## config.mk

```make
export PLATFORM = sky130hd
export DESIGN_NAME = bobc_seq
export DESIGN_NICKNAME = d
export VERILOG_FILES = /design/src/design/bobc_pkg.sv /design/src/design/bobc_seq.sv
export SDC_FILE = /design/constraint.sdc
export NUM_CORES = 1
export LEC_CHECK = 0
export BUFFER_PORTS_ARGS = -buffer_cell sky130_fd_sc_hd__buf_2
export CELL_PAD_IN_SITES_DETAIL_PLACEMENT = 0
export CELL_PAD_IN_SITES_GLOBAL_PLACEMENT = 1
export CORE_MARGIN = 2
export CORE_UTILIZATION = 38
export CTS_CLUSTER_DIAMETER = 200
export DETAILED_ROUTE_END_ITERATION = 10
export GPL_ROUTABILITY_DRIVEN = 0
export PLACE_DENSITY = 0.78
export SKIP_CTS_REPAIR_TIMING = 1
export SYNTH_ARGS = -nofsm -noshare
export SYNTH_HDL_FRONTEND = slang
export SYNTH_SLANG_ARGS = --single-unit
```

## constraint.sdc

```tcl
create_clock -name clk_i -period 4.3 [get_ports clk_i]
set_input_delay 0.86 -clock clk_i [delete_from_list [all_inputs] [get_ports clk_i]]
set_output_delay 0.86 -clock clk_i [all_outputs]
set_load 0.03 [all_outputs]
```

## src/design/bobc_pkg.sv

```systemverilog
`timescale 1ns / 1ps
// ----------------------------------------------------------------------------
// bobc_pkg: shared types and constants for the bit offset block copy
// Memory geometry, operation codes, sequencer states and control structs.
// ----------------------------------------------------------------------------
package bobc_pkg;

  localparam int MEM_BYTES = 256;
  localparam int ADDR_W    = $clog2(MEM_BYTES);
  localparam int BIT_W     = ADDR_W + 3;
  localparam int CNT_W     = BIT_W + 1;
  localparam int SUM_W     = CNT_W + 1;
  localparam int BIT_LIMIT = MEM_BYTES * 8;
  localparam int DB_W      = 9;

  typedef enum logic [1:0] {
    OP_WRITE_SRC = 2'd0,
    OP_WRITE_DST = 2'd1,
    OP_READ_DST  = 2'd2,
    OP_COPY      = 2'd3
  } op_e;

  typedef enum logic [2:0] {
    ST_IDLE,
    ST_READ,
    ST_PRIME,
    ST_RUN,
    ST_DRAIN
  } state_e;

  typedef struct packed {
    op_e                operation;
    logic [7:0]         byte_index;
    logic [7:0]         byte_value;
    logic [BIT_W-1:0]   src_bit_offset;
    logic [BIT_W-1:0]   dst_bit_offset;
    logic [CNT_W-1:0]   bit_count;
  } in_item_t;

  typedef struct packed {
    logic               src_we;
    logic [ADDR_W-1:0]  src_waddr;
    logic [ADDR_W-1:0]  src_raddr;
    logic               dst_we_byte;
    logic               dst_we_merge;
    logic [ADDR_W-1:0]  dst_waddr;
    logic [ADDR_W-1:0]  dst_raddr;
    logic               lo_load;
    logic [7:0]         mask;
    logic [2:0]         shift;
  } mem_ctl_t;

  typedef struct packed {
    logic               load;
    logic               use_read;
    logic [DB_W-1:0]    dest_bytes;
    logic               range_error;
  } res_ctl_t;

endpackage

```

## src/design/bobc_seq.sv

```systemverilog
`timescale 1ns / 1ps
// ----------------------------------------------------------------------------
// bobc_seq: operation sequencer
// Decodes requests and walks a copy one destination byte per cycle.
// ----------------------------------------------------------------------------
module bobc_seq
  import bobc_pkg::*;
(
  input  logic     clk_i,
  input  logic     rst_ni,
  input  logic     in_valid_i,
  output logic     in_ready_o,
  input  in_item_t in_item_i,
  input  logic     out_free_i,
  output mem_ctl_t ctl_o,
  output res_ctl_t res_o
);

  state_e             state_q, state_d;
  logic               merge_q, merge_d;
  logic               src_ret_q, src_ret_d;
  logic               rd_ok_q, rd_ok_d;
  logic [ADDR_W-1:0]  j_q, j_d;
  logic [ADDR_W-1:0]  j0_q, j0_d;
  logic [ADDR_W-1:0]  jlast_q, jlast_d;
  logic [ADDR_W-1:0]  sa_q, sa_d;
  logic [ADDR_W-1:0]  wj_q, wj_d;
  logic [2:0]         sh_q, sh_d;
  logic [2:0]         lb_q, lb_d;
  logic [2:0]         ub_q, ub_d;
  logic [7:0]         mask_q, mask_d;
  logic [DB_W-1:0]    len_q, len_d;

  logic               in_fire;
  logic               idx_ok;
  logic [ADDR_W-1:0]  idx;
  logic [SUM_W-1:0]   src_end;
  logic [SUM_W-1:0]   dst_end;
  logic [SUM_W-1:0]   dst_last;
  logic [SUM_W:0]     len_full;
  logic [SUM_W-1:0]   src_base;
  logic               copy_err;
  logic               copy_empty;
  logic [2:0]         lo_bit;
  logic [2:0]         hi_bit;
  logic [7:0]         mask_now;

  assign in_ready_o = (state_q == ST_IDLE) && out_free_i;
  assign in_fire    = in_valid_i && in_ready_o;
  assign idx_ok     = (32'(in_item_i.byte_index) < MEM_BYTES);
  assign idx        = in_item_i.byte_index[ADDR_W-1:0];

  assign src_end  = SUM_W'(in_item_i.src_bit_offset) + SUM_W'(in_item_i.bit_count);
  assign dst_end  = SUM_W'(in_item_i.dst_bit_offset) + SUM_W'(in_item_i.bit_count);
  assign dst_last = dst_end - SUM_W'(1);
  assign len_full = (SUM_W+1)'(dst_end) + (SUM_W+1)'(7);
  // source bit that lines up with bit 0 of the first destination byte
  assign src_base = SUM_W'(in_item_i.src_bit_offset)
                  - SUM_W'(in_item_i.dst_bit_offset[2:0]);

  assign copy_err   = (src_end > SUM_W'(BIT_LIMIT)) || (dst_end > SUM_W'(BIT_LIMIT));
  assign copy_empty = (in_item_i.bit_count == '0);

  assign lo_bit   = (j_q == j0_q)    ? lb_q : 3'd0;
  assign hi_bit   = (j_q == jlast_q) ? ub_q : 3'd7;
  assign mask_now = (8'hFF << lo_bit) & (8'hFF >> (3'd7 - hi_bit));

  always_ff @(posedge clk_i or negedge rst_ni) begin
    if (!rst_ni) begin
      state_q   <= ST_IDLE;
      merge_q   <= 1'b0;
      src_ret_q <= 1'b0;
    end else begin
      state_q   <= state_d;
      merge_q   <= merge_d;
      src_ret_q <= src_ret_d;
    end
  end

  always_ff @(posedge clk_i) begin
    rd_ok_q <= rd_ok_d;
    j_q     <= j_d;
    j0_q    <= j0_d;
    jlast_q <= jlast_d;
    sa_q    <= sa_d;
    wj_q    <= wj_d;
    sh_q    <= sh_d;
    lb_q    <= lb_d;
    ub_q    <= ub_d;
    mask_q  <= mask_d;
    len_q   <= len_d;
  end

  always_comb begin
    state_d   = state_q;
    rd_ok_d   = rd_ok_q;
    j_d       = j_q;
    j0_d      = j0_q;
    jlast_d   = jlast_q;
    sa_d      = sa_q;
    wj_d      = wj_q;
    sh_d      = sh_q;
    lb_d      = lb_q;
    ub_d      = ub_q;
    mask_d    = mask_q;
    len_d     = len_q;
    merge_d   = (state_q == ST_RUN);
    src_ret_d = (state_q == ST_PRIME) || (state_q == ST_RUN);
    unique case (state_q)
      ST_IDLE: begin
        if (in_fire) begin
          unique case (in_item_i.operation)
            OP_READ_DST: begin
              state_d = ST_READ;
              rd_ok_d = idx_ok;
            end
            OP_COPY: begin
              if (!copy_err && !copy_empty) begin
                state_d = ST_PRIME;
                j_d     = in_item_i.dst_bit_offset[BIT_W-1:3];
                j0_d    = in_item_i.dst_bit_offset[BIT_W-1:3];
                lb_d    = in_item_i.dst_bit_offset[2:0];
                jlast_d = dst_last[BIT_W-1:3];
                ub_d    = dst_last[2:0];
                sa_d    = src_base[BIT_W-1:3];
                sh_d    = src_base[2:0];
                len_d   = len_full[DB_W+2:3];
              end
            end
            OP_WRITE_SRC, OP_WRITE_DST: begin
            end
            default: begin
            end
          endcase
        end
      end
      ST_READ: state_d = ST_IDLE;
      ST_PRIME: begin
        sa_d    = sa_q + ADDR_W'(1);
        state_d = ST_RUN;
      end
      ST_RUN: begin
        sa_d   = sa_q + ADDR_W'(1);
        j_d    = j_q + ADDR_W'(1);
        wj_d   = j_q;
        mask_d = mask_now;
        if (j_q == jlast_q) begin
          state_d = ST_DRAIN;
        end
      end
      ST_DRAIN: state_d = ST_IDLE;
      default:  state_d = ST_IDLE;
    endcase
  end

  always_comb begin
    ctl_o              = '0;
    res_o              = '0;
    ctl_o.src_waddr    = idx;
    ctl_o.src_raddr    = sa_q;
    ctl_o.dst_raddr    = (state_q == ST_IDLE) ? idx : j_q;
    ctl_o.dst_waddr    = merge_q ? wj_q : idx;
    ctl_o.dst_we_merge = merge_q;
    ctl_o.lo_load      = src_ret_q;
    ctl_o.mask         = mask_q;
    ctl_o.shift        = sh_q;
    unique case (state_q)
      ST_IDLE: begin
        if (in_fire) begin
          unique case (in_item_i.operation)
            OP_WRITE_SRC: begin
              ctl_o.src_we = idx_ok;
              res_o.load   = 1'b1;
            end
            OP_WRITE_DST: begin
              ctl_o.dst_we_byte = idx_ok;
              res_o.load        = 1'b1;
            end
            OP_COPY: begin
              if (copy_err) begin
                res_o.load        = 1'b1;
                res_o.range_error = 1'b1;
              end else if (copy_empty) begin
                res_o.load       = 1'b1;
                res_o.dest_bytes = len_full[DB_W+2:3];
              end
            end
            OP_READ_DST: begin
            end
            default: begin
            end
          endcase
        end
      end
      ST_READ: begin
        res_o.load     = 1'b1;
        res_o.use_read = rd_ok_q;
      end
      ST_DRAIN: begin
        res_o.load       = 1'b1;
        res_o.dest_bytes = len_q;
      end
      ST_PRIME, ST_RUN: begin
      end
      default: begin
      end
    endcase
  end

endmodule

```

* Yosys cells after proc, flatten, opt, wreduce, memory -nomap -nowiden
Cells that the tools add are included.
Cells by class: order comparisons 2, shift-type cells 2, add/sub/neg operators 8, eq/ne operators 15, bitwise logic cells 1, reductions and logical operators 19, multiplexer cells 36
Operator list (number):
- 8-bit 2-to-1 mux | 8
- 8-bit one-hot mux with 2 select lines | 2
- 11-bit by 12-bit adder with 13-bit output | 2
- 13-bit by 12-bit greater-than comparator with 1-bit output, second input constant | 2
- 10-bit 2-to-1 mux | 2
- 9-bit 2-to-1 mux | 2
- 9-bit one-hot mux with 2 select lines | 1
- 8-bit by 1-bit adder with 8-bit output, second input constant | 2
- 8-bit equality test | 2
- 4-bit AND reduction | 4
- 3-bit 2-to-1 mux | 5
- 12-bit by 3-bit adder with 12-bit output, second input constant | 1
- 12-bit logical NOT | 1
- 1-bit 2-to-1 mux | 12
- 11-bit by 1-bit subtractor with 11-bit output, second input constant | 1
- 11-bit by 3-bit subtractor with 11-bit output | 1
- 3-bit one-hot mux with 3 select lines | 1
- 8-bit AND | 1
- 8-bit by 3-bit left shift with 8-bit output, first input constant | 1
- 8-bit by 3-bit >> shifter with 8-bit output, first input constant | 1
- 3-bit by 2-bit equality test with 1-bit output, second input constant | 2
- 2-bit by 1-bit != test with 1-bit output, second input constant | 3
- 3-bit one-hot mux with 2 select lines | 1
- 2-bit OR reduction | 3
- 15 further kinds | 22
Storage, ports and cells: register bits after elaboration 71, output and inout bits 60, logic and storage cells 96

* Depth between registers and ports, before layout
depth in word-level cells 9, depth in mapped cells 11

* Worst setup path before layout
No wires, ideal clock.
path type input to register, start in in_item_i[0] (netlist bit), end reg j0_q[0] (enable), stages 11, data required time 3.905 ns, slack -0.367 ns, arrival 4.273 ns, path through ha_1 -> inv_1 -> fa_1 -> nand2b_1 -> a21oi_1 -> o2bb2ai_4 -> mux2_2 -> a2111o_1 -> o41a_1 -> nor2_1 -> and3_1
On the way: longest elaborated chain between the ends 6
RTL lines:
- start: declaration | RTL line bobc_seq.sv:13 | input in_item_t in_item_i,
- 11-bit by 12-bit adder with 13-bit output, on equally long branches | RTL line bobc_seq.sv:53, bobc_seq.sv:54
- 13-bit by 12-bit greater-than comparator with 1-bit output | RTL line bobc_seq.sv:61 | assign copy_err = (src_end > SUM_W'(BIT_LIMIT)) || (dst_end > SUM_W'(BIT_LIMIT));
- 1-bit logical OR | RTL line bobc_seq.sv:61
- 1-bit logical NOT | RTL line bobc_seq.sv:118 | if (!copy_err && !copy_empty) begin
- 1-bit logical AND * | RTL line bobc_seq.sv:118
- 4-bit AND reduction (no source line) *
- end signal: assignment | RTL line bobc_seq.sv:83 | j0_q <= j0_d;
- end: declaration | RTL line bobc_seq.sv:24 | logic [ADDR_W-1:0] j0_q, j0_d;
Every way passes the cells marked *; elsewhere a longest branch is shown, timed or not. A chain may end at the register's enable or synchronous reset.

==> results.cfg <==
[place]
place_area_mm2 = 0.006499
place_ws_ns = -0.6452
port_buffers = 107
dp.cells = 839
hpwl_um = 10860

[global_routing]
first_global_vias = 4418
gr-usage-met1_pct = 25.22
busiest_layer = met2
grt_pass1_wl_um = 22090
grt_max_degree = 35
globalRouteOverflowTotal = 0
grt_usage_pct = 19.45
grt_use_met2_pct = 33.48
grt_util_met3_pct = 3.209
antenna_found_initial = 0

[floorplan]
ios = 116
dieArea_mm2 = 0.01413
fp.coreArea_mm2 = 0.01277
rows = 41
initial_core_util_pct = 39.27
die_h_um = 118.9
fp.dieW_um = 118.9

[logic_synthesis]
avgSynthCellArea_um2 = 10.34
syn_area_mm2 = 0.005016
ys_top_cells_by_area = edfxtp_1 (40%), ha_1 (7.2%), xnor2_1 (6.5%), mux2_2 (4.0%), xor2_1 (4.0%)
postSynthCellCount = 485
ys.flop_type = edfxtp_1
async_flop_share_pct = 7.042
syn-num-nets = 573
synth-edff-count = 66
ys_seq_area_share_pct = 42.01
yosys.area.top_type = edfxtp_1
synth-seq-cells = 71
netlist_top_cells_count = edfxtp_1 (66), nand2_1 (40), xnor2_1 (37), nor2_1 (34), o21ai_0 (32)
synth_cell_type_count = 66
yosysWarnings = 0
yosysTopAreaCellShare_pct = 39.51
yosysMostFrequentCell = edfxtp_1

[sta]
final-setup-viol-count = 11
hold_violations = 0
finalCritPeriodShare_pct = 108.6
relSlewSlack_pct = 56.65
min_period_ns = 4.672
fmax_mhz = 214.1
rsz0062_at_grt = yes
clock_skew_ns = 0.005444
tns_ns = -3.797
tightest_slew_ns = 0.6495
drv_slew = 0
fin_ws_ns = -0.3716
hold_slack_ns = 0.3430

[finish]
design_area_mm2 = 0.007030
area_growth_pct = 40.16
drive_gt1_share_pct = 41.92
diodes = 0
seq_area_mm2 = 0.002107
fin_util_pct = 55.04
fillCellCount = 1130
final_cell_count_no_fill = 859
multi_input_area_mm2 = 0.002912
fin_nets = 770

[cts]
cts_made_buffers = 9
clk_pin_slew_ns = 0.05
clk_latency_ns = 0.33
root_buffer = clkbuf_16
clock_path_buffers = 2
htreeDepth = 3
cts_sinks = 71
cts_tree = done

[drt]
vias_per_cell = 5.221
drcViolationCount = 0
ant_nets = 0
finalWirelength_um = 13720
vias = 4485
dr.first_iter.drc_count = 252
wl_per_cell_um = 15.97
drt_pre_antenna_iters = 5

[setup_path]
path_max_fanout = 4
cp-start-kind = input pin
required_ns = 3.44
worstSetupEndpointType = primary output
crit_type = input pin to primary output
cp_slowest_cell = a2111oi_1
cp_slowest_stage_delay_ns = 0.53
cp_cell_sequence = buf_2 -> ha_1 -> a2111oi_1 -> o21ai_2 -> a21o_1 -> a2111oi_2 -> o2111a_1 -> a32oi_2 -> nor4_4 -> buf_4 -> a22o_4 -> buf_6
critical_path_arrival_ns = 3.81

[power_and_ir_drop]
vdd_drop_max_mv = 0.1766
p_per_area_mw_per_mm2 = 447.8
total_power_mw = 3.148
power_leakage_nw = 2.935

[flow_run]
max_cap_violations = 0

[worst_hold_path]
hold_path.class = input pin to asynchronous set/reset pin

[status]
status = finished, violations left
violations = negative setup slack
==> final timing paths <==
path	slack, ns	depth (start not counted)	endpoint	startpoint
max reg2reg	1.64	5	j_q[2]$_DFFE_PP_	state_q[1]$_DFFE_PN0P_
min reg2reg	0.63	1	mask_q[0]$_DFFE_PP_	lb_q[2]$_DFFE_PP_
min	0.34	1	state_q[2]$_DFFE_PN0P_	rst_ni
min in group clk_i	0.63	1	mask_q[0]$_DFFE_PP_	lb_q[2]$_DFFE_PP_
max	-0.37	12	res_o[3]	in_item_i[7]
max in group asynchronous	3.82	1	src_ret_q$_DFF_PN0_	rst_ni
==> state kept, by name, indices dropped and copies added (netlist names) <==
register   flops
len_q          9
j0_q           8
j_q            8
jlast_q        8
mask_q         8
sa_q           8
wj_q           8
lb_q           3
sh_q           3
state_q        3
ub_q           3
merge_q        1
src_ret_q      1
==> critical path: cells and delay by family <==
kind                     cells  cell delay [ns]
buffers and inverters        3             0.48
AO/OA/AOI/OAI                7             1.75
AND/OR/NAND/NOR              1             0.40
adder cells (fa/ha/maj)      1             0.32
==> routing by layer <==
layer	share of wire [%]	vias to the layer above
li1	-	2199
met1	44	2146
met2	50	130
met3	4.8	10
met4	1.1	0
met5	0	-
==> cell type report <==
| class | count | share of cell area (%) |
|---|---|---|
| multi-input combinational | 373 | 41.41 |
| sequential | 71 | 29.97 |
| timing repair buffer | 205 | 19.22 |
| clock buffer | 10 | 3.257 |
| tap | 172 | 3.061 |
| clock inverter | 6 | 1.904 |
| inverter | 22 | 1.175 |
==> where the power goes <==
part	leakage [nW]	total (mW)	switching, mW	internal, mW
Sequential	0.646	1.02	0.104	0.911
Clock	0.177	0.897	0.272	0.625
Combinational	2.11	1.24	0.732	0.504
==> cells by family (layout without fill, tap and decap cells) <==
kind of cell,Yosys count,in the layout,synth area share (%)
adder cells (fa/ha/maj),32,32,8.431
AO/OA/AOI/OAI,102,102,14.32
flip-flops,71,71,42.01
multiplexers,18,18,4.041
AND/OR/NAND/NOR,160,160,16.49
buffers and inverters,41,243,3.916
XOR/XNOR,61,61,10.80
==> cell usage in the layout, fill, tap and decap left out, drive strengths merged, types with 10 or more instances in the layout <==
cell    instances
nand2          40
a21oi          16
nor4           10
mux2           18
nor3           17
and3           11
ha             29
nand3          16
o21ai          32
xnor2          38
inv            20
nor2           34
xor2           23
edfxtp         66
clkbuf         10
buf           205
(Power assumes the default switching activity.)
